`config.mk`:
```
export PLATFORM = sky130hd
export DESIGN_NAME = sorted_top_records_table
export DESIGN_NICKNAME = d
export VERILOG_FILES = /design/src/hdl/srt_pkg.sv /design/src/hdl/srt_cell.sv /design/src/hdl/sorted_top_records_table.sv
export SDC_FILE = /design/constraint.sdc
export NUM_CORES = 1
export LEC_CHECK = 0
export ABC_AREA = 0
export BUFFER_PORTS_ARGS = -buffer_cell sky130_fd_sc_hd__buf_2
export CAP_MARGIN = 40
export CORE_MARGIN = 3
export CORE_UTILIZATION = 40
export CTS_CLUSTER_DIAMETER = 200
export DETAILED_ROUTE_END_ITERATION = 7
export SYNTH_ARGS = -nofsm -noshare
export SYNTH_HDL_FRONTEND = slang
export SYNTH_HIERARCHICAL = 1
export SYNTH_SLANG_ARGS = --single-unit
```
`constraint.sdc`:
```
create_clock -name clk -period 6.2 [get_ports clk]
set_input_delay 0.31 -clock clk [delete_from_list [all_inputs] [get_ports clk]]
set_output_delay 0.31 -clock clk [all_outputs]
set_load 0.05 [all_outputs]
```
`src/hdl/srt_pkg.sv`:
```
// Shared types and codes for the sorted top-records table.
// Holds the command and result beat structs and the operation codes.
// No dependencies.
package srt_pkg;

  localparam int DEFAULT_DEPTH     = 8;
  localparam int DEFAULT_KEY_WIDTH = 32;
  localparam int TAG_W             = 8;
  localparam int PORT_KEY_W        = 32;

  localparam logic [1:0] KIND_INSERT = 2'd0;
  localparam logic [1:0] KIND_READ   = 2'd1;
  localparam logic [1:0] KIND_CLEAR  = 2'd2;

  typedef struct packed {
    logic [1:0]            kind;
    logic [PORT_KEY_W-1:0] key_value;
    logic [TAG_W-1:0]      tag_value;
    logic                  flag_value;
    logic [2:0]            read_index;
  } command_t;

  typedef struct packed {
    logic                  accepted;
    logic [3:0]            position;
    logic [3:0]            entry_count;
    logic                  read_valid;
    logic [PORT_KEY_W-1:0] read_key;
    logic [TAG_W-1:0]      read_tag;
    logic                  read_flag;
  } result_t;

endpackage

```
`src/hdl/srt_cell.sv`:
```
// One entry of the sorted table: compares the incoming key and either keeps,
// takes the new record or takes its upper neighbor's record. Uses srt_pkg.
module srt_cell #(
  parameter int KeyWidth = srt_pkg::DEFAULT_KEY_WIDTH
) (
  input  logic                     clk,
  input  logic                     rst,
  input  logic                     clr,
  input  logic                     insert,
  input  logic [KeyWidth-1:0]      new_key,
  input  logic [srt_pkg::TAG_W-1:0] new_tag,
  input  logic                     new_flag,
  input  logic                     prev_ins,
  input  logic                     prev_valid,
  input  logic [KeyWidth-1:0]      prev_key,
  input  logic [srt_pkg::TAG_W-1:0] prev_tag,
  input  logic                     prev_flag,
  output logic                     ins,
  output logic                     valid,
  output logic [KeyWidth-1:0]      key,
  output logic [srt_pkg::TAG_W-1:0] tag,
  output logic                     flag
);
  import srt_pkg::*;

  assign ins = !valid || (new_key > key);

  always_ff @(posedge clk) begin
    if (rst) begin
      valid <= 1'b0;
    end else if (clr) begin
      valid <= 1'b0;
    end else if (insert) begin
      if (prev_ins) begin
        valid <= prev_valid;
      end else if (ins) begin
        valid <= 1'b1;
      end
    end
  end

  always_ff @(posedge clk) begin
    if (insert) begin
      if (prev_ins) begin
        key  <= prev_key;
        tag  <= prev_tag;
        flag <= prev_flag;
      end else if (ins) begin
        key  <= new_key;
        tag  <= new_tag;
        flag <= new_flag;
      end
    end
  end

endmodule

```
`src/hdl/sorted_top_records_table.sv`:
```
// Top level of the sorted top-records table: a row of srt_cell entries,
// the entry counter and the registered result beat. Uses srt_pkg.
//
//   channel  | handshake          | payload
//   command  | start, busy        | command (srt_pkg::command_t)
//   result   | done               | result  (srt_pkg::result_t)
//
// Busy stays low, so a command beat may follow in every cycle; all cells
// compare and shift in parallel in the cycle of that beat. The result beat
// appears with done in the cycle after its command beat.
// Synchronous reset empties the table; the receiver cannot stall results.
module sorted_top_records_table #(
  parameter int Depth    = srt_pkg::DEFAULT_DEPTH,
  parameter int KeyWidth = srt_pkg::DEFAULT_KEY_WIDTH
) (
  input  logic              clk,
  input  logic              rst,
  input  logic              start,
  output logic              busy,
  input  srt_pkg::command_t command,
  output logic              done,
  output srt_pkg::result_t  result
);
  import srt_pkg::*;

  localparam int CountW   = $clog2(Depth + 1);
  localparam int ReadSpan = (Depth < 8) ? Depth : 8;

  logic                  beat;
  logic                  do_insert;
  logic                  do_clear;
  logic [KeyWidth-1:0]   new_key;
  logic [Depth-1:0]      ins_vec;
  logic [Depth-1:0]      valid_vec;
  logic [KeyWidth-1:0]   cell_key [Depth];
  logic [TAG_W-1:0]      cell_tag [Depth];
  logic [Depth-1:0]      cell_flag;
  logic [CountW-1:0]     count;
  logic [CountW-1:0]     count_next;
  logic                  last_accepted;
  logic                  last_accepted_next;
  logic [CountW-1:0]     ins_pos;
  logic                  ins_ok;
  logic                  rd_valid;
  logic [KeyWidth-1:0]   rd_key;
  logic [TAG_W-1:0]      rd_tag;
  logic                  rd_flag;
  result_t               result_next;

  assign busy      = 1'b0;
  assign beat      = start && !busy;
  assign do_insert = beat && (command.kind == KIND_INSERT);
  assign do_clear  = beat && (command.kind == KIND_CLEAR);
  assign new_key   = KeyWidth'(command.key_value);

  for (genvar i = 0; i < Depth; i++) begin : g_cell
    logic                prev_ins;
    logic                prev_valid;
    logic [KeyWidth-1:0] prev_key;
    logic [TAG_W-1:0]    prev_tag;
    logic                prev_flag;

    if (i == 0) begin : g_head
      assign prev_ins   = 1'b0;
      assign prev_valid = 1'b0;
      assign prev_key   = '0;
      assign prev_tag   = '0;
      assign prev_flag  = 1'b0;
    end else begin : g_body
      assign prev_ins   = ins_vec[i-1];
      assign prev_valid = valid_vec[i-1];
      assign prev_key   = cell_key[i-1];
      assign prev_tag   = cell_tag[i-1];
      assign prev_flag  = cell_flag[i-1];
    end

    srt_cell #(
      .KeyWidth (KeyWidth)
    ) u_cell (
      .clk        (clk),
      .rst        (rst),
      .clr        (do_clear),
      .insert     (do_insert),
      .new_key    (new_key),
      .new_tag    (command.tag_value),
      .new_flag   (command.flag_value),
      .prev_ins   (prev_ins),
      .prev_valid (prev_valid),
      .prev_key   (prev_key),
      .prev_tag   (prev_tag),
      .prev_flag  (prev_flag),
      .ins        (ins_vec[i]),
      .valid      (valid_vec[i]),
      .key        (cell_key[i]),
      .tag        (cell_tag[i]),
      .flag       (cell_flag[i])
    );
  end

  always_comb begin
    ins_pos = CountW'(Depth);
    for (int i = Depth - 1; i >= 0; i--) begin
      if (ins_vec[i]) begin
        ins_pos = CountW'(i);
      end
    end
  end

  assign ins_ok = |ins_vec;

  always_comb begin
    rd_key  = '0;
    rd_tag  = '0;
    rd_flag = 1'b0;
    for (int i = 0; i < ReadSpan; i++) begin
      if (command.read_index == 3'(i)) begin
        rd_key  = cell_key[i];
        rd_tag  = cell_tag[i];
        rd_flag = cell_flag[i];
      end
    end
  end

  assign rd_valid = ({{CountW{1'b0}}, command.read_index} < {3'b000, count})
                    && (32'(command.read_index) < 32'(Depth));

  always_comb begin
    count_next         = count;
    last_accepted_next = last_accepted;
    result_next             = '0;
    result_next.accepted    = last_accepted;
    result_next.position    = 4'(Depth);
    unique case (command.kind)
      KIND_INSERT: begin
        last_accepted_next   = ins_ok;
        result_next.accepted = ins_ok;
        if (ins_ok) begin
          result_next.position = 4'(ins_pos);
          if (count != CountW'(Depth)) begin
            count_next = count + CountW'(1);
          end
        end
      end
      KIND_READ: begin
        if (rd_valid) begin
          result_next.read_valid = 1'b1;
          result_next.read_key   = PORT_KEY_W'(rd_key);
          result_next.read_tag   = rd_tag;
          result_next.read_flag  = rd_flag;
        end
      end
      KIND_CLEAR: begin
        count_next           = '0;
        last_accepted_next   = 1'b0;
        result_next.accepted = 1'b0;
      end
      default: begin
      end
    endcase
    result_next.entry_count = 4'(count_next);
  end

  always_ff @(posedge clk) begin
    if (rst) begin
      count         <= '0;
      last_accepted <= 1'b0;
      done          <= 1'b0;
    end else begin
      done <= beat;
      if (beat) begin
        count         <= count_next;
        last_accepted <= last_accepted_next;
      end
    end
  end

  always_ff @(posedge clk) begin
    if (beat) begin
      result <= result_next;
    end
  end

`ifndef SYNTHESIS
  a_count_range: assert property (@(posedge clk) disable iff (rst)
    count <= CountW'(Depth))
    else $error("entry count beyond table depth");

  a_valid_prefix: assert property (@(posedge clk) disable iff (rst)
    $onehot({1'b0, valid_vec} + {{Depth{1'b0}}, 1'b1}))
    else $error("valid entries do not form a prefix");

  a_count_matches: assert property (@(posedge clk) disable iff (rst)
    $countones(valid_vec) == int'(count))
    else $error("entry count disagrees with valid cells");

  a_done_after_beat: assert property (@(posedge clk) disable iff (rst)
    beat |=> done)
    else $error("command beat without result beat");

  a_clear_empties: assert property (@(posedge clk) disable iff (rst)
    do_clear |=> (count == '0) && (valid_vec == '0))
    else $error("clear left entries behind");
`endif

endmodule

```
==> run metrics, run 1 <==
status=finished, final reports clean; num rows=91; Layout area overhead=13.33%; Num CTS Buffers=47; Distinct cells, synth=between 40 and 50; root buffer cell=clkbuf_16; I/O Buffers=100; Finished Layout Cells=3,209; initial core utilization=roughly two fifths; Setup Fix Bufs, Post-CTS=0; crit path DAT=between 4 and 5 ns; clock-pin transition on the worst setup and hold timing paths=0.06 ns; Placed Cells=approximately 3,100; post-CTS resize count=0; Slew Limit Fails=0; area share of the largest cell type after synthesis=approximately 45%; Startpoint Class=flop; vias after detailed routing=around 18,000; Primary FF master, synth=edfxtp_1; GRT Util Overall=a little under a quarter; routability cong.=around 0.94; min Tclk post-route=between 4 and 5 ns; Hold WS=between 0.1 and 0.15 ns; reg2reg end=result[47]; Mapped Area=0.02547 mm2; P_leak=12.01 nW; Setup WS pre-CTS=around 1.6 ns; first-pass GRT wire length=117,500 um; post-synth top area cell=edfxtp_1; global route overflow=0; hold_buf cts=0; DR pass1 iterations=5; crit path kind=reg -> reg; setup TNS=0 ns; largest family of logic cells by synthesized area=multiplexers; Final Worst Setup Slack=1.738 ns; Reg2Reg Depth=11; DRT antenna net count=0; post-synthesis mux area share=between 20% and 30%; R2R setup slack=1.74 ns; Adder-Cell Fraction of Synth Area=between 10% and 20%; largest net degree at the start of global routing=between 80 and 90; Peak supply drop=about 170 uV; Detailed Route Iter0 Violations=around 1,500; Worst slew margin=between 30% and 40%; xor/xnor share of the synthesized area=0%; design area=0.02887 mm2; clock sinks=~400; Critical Path End=result[47]; fin nets=2,649; final setup violation count=0; RSZ-0062 raised after global routing=no; crit end category=flop; DP HPWL=around 52,000 um; Slew @ Worst Pin=roughly 0.95 ns; n_diodes=0; most common cell after layout, fill and taps aside=edfxtp_1; # IOs=between 100 and 150; Avg WL per Cell=between 20 and 25 um; Syn Inst Count=2,197; initial antenna violation count=0; Crit Path Max Fanout=between 40 and 50; Hold Path Depth=2; sequential fraction of the synthesis area=approximately 46%; layout cells sized above 1=between 20% and 30%; via density per instance=5.716; post-synthesis simple-gate area fraction=about 7.0%; Post-synth EDFFs=approximately 380; Synth Area per Inst=11.59 um2; die width=between 200 and 300 um; PwrDens=approximately 230 mW/mm2; Total Wirelength=79,150 um; Compound-Gate Fraction of Synth Area=approximately 8.4%; DRC=0; Max Clk Rate=approximately 220 MHz; CTS tree=done; Ys Warns=6; Async S/R FF share, synth=0%; die height=approximately 260 um; die area=~0.067 mm2; type of the tightest min-delay check=in -> reg; CP required=roughly 6.6 ns; Placed Area=about 0.027 mm2; Reg-to-Reg Start=g_cell[3].u_cell/key[15]; Worst-Skew Late Latency=about 0.60 ns; max_cap viols=0; FF+latch count, synth=around 390; final worst-path cycle share=71.96%; final hold violation count=0; CTS H-Tree Depth=2; Synth area leaders=edfxtp_1 45%, mux2_2 14%, ha_1 13%; Max Root-Sink Buffers=3; Core ar.=roughly 0.062 mm2; Max Clock Skew=0.01921 ns; vias in the first global route=18,048; most frequent cells in the layout=379 x edfxtp_1, 320 x mux2_2, 271 x inv_1; Critical Path Source=g_cell[3].u_cell/key[15]
worst min path at each step:
stage | to | startpoint | slack, ns
after floorplan | count[1] | rst | 0.38
after global placement | last_accepted | last_accepted | 0.51
after detailed placement | last_accepted | last_accepted | 0.53
after CTS | last_accepted | rst | 0.07
after global routing | done | rst | 0.12
final | done | rst | 0.11
layout make-up:
class | count | area [um2]
flip-flops and latches | 393 | 11660
multi-input cells | 1492 | 12750
clock inverters | 24 | 234.0
well taps | 837 | 1047
inverters | 271 | 1017
fillers | 5796 | 33530
repair buffers | 135 | 940.9
clock buffers | 57 | 1214
cells in the mapped netlist (12+ instances only):
library cell,number
o21ai_0,45
nand4_1,68
a221o_1,16
nand2_1,75
mux2_2,320
inv_1,271
buf_2,46
nor2_1,108
clkbuf_1,28
o22ai_1,86
edfxtp_1,379
nor3_1,36
a21oi_1,120
nand3_1,24
mux2i_1,154
nor2b_1,12
o211ai_1,12
ha_1,260
a21o_1,24
nor4_1,18
dfxtp_1,14
logic make-up after synthesis:
family,count (synthesis)
AOI/OAI and AO/OA,345
adders and majority gates,260
buffers and inverters,355
DFF,393
muxes,477
other,1
and+or+nand+nor,366
where the power goes:
| group | switching, mW | internal, mW | total [mW] |
|---|---|---|---|
| Combinational | 0.572 | 0.327 | 0.899 |
| Sequential | 0.0484 | 3.01 | 3.05 |
| Clock | 1.15 | 1.56 | 2.71 |
| Total | 1.77 | 4.89 | 6.66 |
state kept, by name, indices dropped and copies added (netlist names):
register / cells
g_cell.u_cell/flag: 8
result: 51
g_cell.u_cell/key: 256
g_cell.u_cell/tag: 64
done: 1
g_cell.u_cell/valid: 8
last_accepted: 1
count: 4
metrics by stage:
stage / total power [mW] / util [%]
floorplan: 3.657 / -
global placement: 3.966 / 43.72
CTS: 6.712 / 46.27
detailed placement: 3.992 / 43.95
finish: 6.660 / 46.27
global route: 6.898 / 46.27
worst max-delay path, cell delays in order (launching register included):
cell,delay (ns)
edfxtp_1,0.44
inv_1,0.08
ha_1,0.32
nand4_1,0.38
a2111oi_0,0.87
o31ai_1,0.29
a21oi_4,0.20
buf_4,0.74
or4_4,0.30
or2_1,0.29
nand2_4,0.12
nor4_1,0.24
routing by layer:
layer / share of wire (%) / GRT usage (%)
met4: 3.0 / 6.968
met3: 7.0 / 3.401
met2: 45 / 36.76
met1: 45 / 33.24
met5: 0 / 0
Power figures use the tool's default switching activity.
==> inputs of run 2 (changes only) <==
--- a/config.mk
+++ b/config.mk
@@ -5,7 +5,7 @@
 export SDC_FILE = /design/constraint.sdc
 export NUM_CORES = 1
 export LEC_CHECK = 0
-export ABC_AREA = 0
+export ABC_AREA = 1
 export BUFFER_PORTS_ARGS = -buffer_cell sky130_fd_sc_hd__buf_2
 export CAP_MARGIN = 40
 export CORE_MARGIN = 3
==> constraint.sdc (replaced) <==
create_clock -name clk -period 4.7 [get_ports clk]
set_input_delay 0.235 -clock clk [delete_from_list [all_inputs] [get_ports clk]]
set_output_delay 0.235 -clock clk [all_outputs]
set_load 0.05 [all_outputs]
==> run 2 against run 1 <==
Final cell count is 39% higher. Register-to-register slack lost 0.61 ns. Clock skew grew 0.017 ns. Sequential power rose by 33%. Global-route usage up 0.51 points. Synthesized area grew 3.5%. Fmax increased by 25%. Synthesized cell count grew 57%. Die area increased by 3.4%. Routed wire length increased by 5.9%. Total power increased by 33%.
==> run metrics, run 2 <==
Reg-to-Reg Start=g_cell[4].u_cell/key[19]; vias in the first global route=21,400 (+19%); Total Wirelength=83,810 um (+5.9%); DR pass1 iterations=6 (+1); root buffer cell=clkbuf_16; P_leak=14.84 nW (+24%); Slew Limit Fails=0 (unchanged); Synth area leaders=edfxtp_1 43%, nand2_1 22%, ha_1 12%; Distinct cells, synth=29 (-38%); Mapped Area=0.02637 mm2 (+3.5%); I/O Buffers=100 (unchanged); Worst-Skew Late Latency=0.63 ns (+0.03 ns); most common cell after layout, fill and taps aside=nand2_1; CP required=5.22 ns (-1.39 ns); Layout area overhead=12.19%; sequential fraction of the synthesis area=44.23% (-1.5 points); Slew @ Worst Pin=0.8918 ns (-0.05497 ns); GRT Util Overall=23.81% (+0.51 points); min Tclk post-route=3.574 ns (-0.8879 ns); crit end category=flop; Worst slew margin=40.46% (+3.6 points); Avg WL per Cell=18.81 um (-24%); status=finished, final reports clean; min-delay src=command[3]; n_diodes=0 (unchanged); routability cong.=0.9268 (-1.3%); Detailed Route Iter0 Violations=1,818 (+22%); DRT antenna net count=0 (unchanged); Largest register FFs=256 (unchanged); R2R setup slack=1.13 ns (-0.61 ns); CTS tree=done; Largest regs=g_cell.u_cell/key (256), g_cell.u_cell/tag (64), result (51); Num CTS Buffers=47 (unchanged); global route overflow=0 (unchanged); final hold violation count=0 (unchanged); Max Clk Rate=279.8 MHz (+25%); FF+latch count, synth=393 (unchanged); most frequent cell after synthesis=nand2_1; clock-pin transition on the worst setup and hold timing paths=0.06 ns (about the same); initial antenna violation count=1 (+1); type of the tightest min-delay check=in -> reg; Top reg by flops=g_cell.u_cell/key; DRC=0 (unchanged); Ys Warns=6 (unchanged); die height=262.7 um (+1.7%); Async S/R FF share, synth=0% (unchanged); vias after detailed routing=22,413 (+22%); # IOs=102 (unchanged); final setup violation count=0 (unchanged); Syn Inst Count=3,439 (+57%); Reg2Reg Depth=20 (+9); FILL cells=6,462 (+11%); largest net degree at the start of global routing=45 (-49%); RSZ-0062 raised after global routing=no; fin nets=3,875 (+46%); Primary FF master, synth=edfxtp_1; Post-synth EDFFs=379 (unchanged); most frequent cells in the layout=1,539 x nand2_1, 423 x inv_1, 379 x edfxtp_1; die area=0.06903 mm2 (+3.4%); area share of the largest cell type after synthesis=43.17% (-1.5 points); clock sinks=393 (unchanged); die width=262.7 um (+1.7%); Sequential Area=0.01166 mm2 (unchanged); max_cap viols=0 (unchanged); Core ar.=0.06481 mm2 (+3.9%); post-layout util=45.64% (-0.63 points); final worst-path cycle share=76.04% (+4.1 points); reg2reg end=last_accepted; Startpoint Class=flop; Synth Area per Inst=7.667 um2 (-34%); Hold Path Depth=3 (+1); crit path kind=reg -> reg; Post-synth top cells=1,546 x nand2_1, 435 x inv_1, 379 x edfxtp_1, 260 x ha_1, 234 x nor2_1; setup TNS=0 ns (unchanged); post-CTS resize count=0 (unchanged); Multi-input gate area=0.01269 mm2 (-0.51%); num rows=93 (+2.2%); first-pass GRT wire length=127,300 um (+8.4%); DP HPWL=56,030 um (+7.3%); via density per instance=5.030 (-12%); Peak supply drop=246.5 uV (+48%); layout cells sized above 1=8.775% (-15 points); Hold Path Sink=g_cell[1].u_cell/flag; Max Root-Sink Buffers=3 (unchanged); Crit Path Max Fanout=19 (-59%); PwrDens=298.8 mW/mm2 (+30%); CTS H-Tree Depth=2 (unchanged); post-synth top area cell=edfxtp_1; initial core utilization=40.68% (-0.15 points); Max Clock Skew=0.03639 ns (+0.01718 ns); crit path DAT=4.09 ns (-0.78 ns)
==> run 2: changes by cell type in the layout (fill, tap and decap cells not counted), moves of 46 or more <==
cell	change
a21oi_1	+46
inv_1	+152
mux2_2	-320
mux2i_1	-154
nand2_1	+1464
nand3_1	+57
nor2_1	+126
o22ai_1	-86
==> run 2: logic make-up after synthesis <==
group	after synthesis	share of synthesized area (%)
buffers and inverters	571	8.424
adders and majority gates	260	12.34
other	1	0.01422
AOI/OAI and AO/OA	212	4.219
and+or+nand+nor	2000	30.71
xor gates and xnor gates	2	0.06645
DFF	393	44.23
==> run 2: cell type report <==
cell class / instances / area share (%)
repair buffers: 151 / 3.350
multi-input cells: 2518 / 42.90
clock inverters: 17 / 0.5668
flip-flops and latches: 393 / 39.42
clock buffers: 67 / 4.365
well taps: 855 / 3.617
inverters: 455 / 5.774
==> run 2: power by group <==
group / total [mW] / internal (mW) / switching [mW] / leakage (nW)
Clock: 3.52 / 1.98 / 1.54 / 0.710
Sequential: 4.05 / 3.98 / 0.0741 / 3.66
Combinational: 1.26 / 0.363 / 0.901 / 10.5
Total: 8.84 / 6.32 / 2.51 / 14.8
==> run 2: how the worst max path moves through the flow <==
stage	from	endpoint	slack, ns	depth (start not counted)
2_1_floorplan	g_cell[6].u_cell/key[23]	g_cell[7].u_cell/flag	1.84	15
3_3_place_gp	command[30]	last_accepted	1.0	20
3_5_place_dp	command[30]	last_accepted	0.95	20
4_1_cts	g_cell[4].u_cell/key[17]	last_accepted	1.15	20
5_1_grt	g_cell[4].u_cell/key[19]	last_accepted	0.76	20
6_report	g_cell[4].u_cell/key[19]	last_accepted	1.13	20
==> run 2: repair_timing <==
action,CTS,global route
endpoints found under the hold margin,54,0
buffers inserted,0,0
hold buffers,7,0
==> run 2: worst max-delay path, cell delays in order (launching register included) <==
cell and delay [ns]:
edfxtp_1 0.44, inv_1 0.08, ha_1 0.23, nand2_1 0.06, inv_1 0.06, nand2_1 0.06
nand2_1 0.06, nand2_1 0.07, nand3_1 0.13, a21oi_1 0.29, nand2_1 0.09, nand2_1 0.11
nand2_2 0.36, nor2_1 0.30, nand2_1 0.08, nor3_1 0.53, nor2_1 0.13, inv_1 0.12
nand2_1 0.07, o21ai_0 0.15, inv_1 0.05
==> run 2: per-layer routing <==
layer  vias up  share of wire [%]  GRT usage, %
li1      11109                  -             -
met1     10378                 43         32.21
met3       138                7.6         3.633
met2       788                 47         39.10
met4         0                3.0         7.836
met5         -                  0             0
==> run 2: metrics by stage <==
step / worst slack, ns / area [um2] / total power [mW] / instances / hold WS, ns
after floorplan: 1.841 / 26530 / 4.898 / 3482 / 0.3074
after global placement: 0.9955 / 27970 / 5.348 / 4360 / 0.4963
after detailed placement: 0.9455 / 28050 / 5.369 / 4365 / 0.5032
after CTS: 1.148 / 29580 / 8.909 / 4456 / 0.01843
after global routing: 0.7585 / 29580 / 9.206 / 4456 / 0.03704
final: 1.126 / 29580 / 8.838 / 4456 / 0.04317
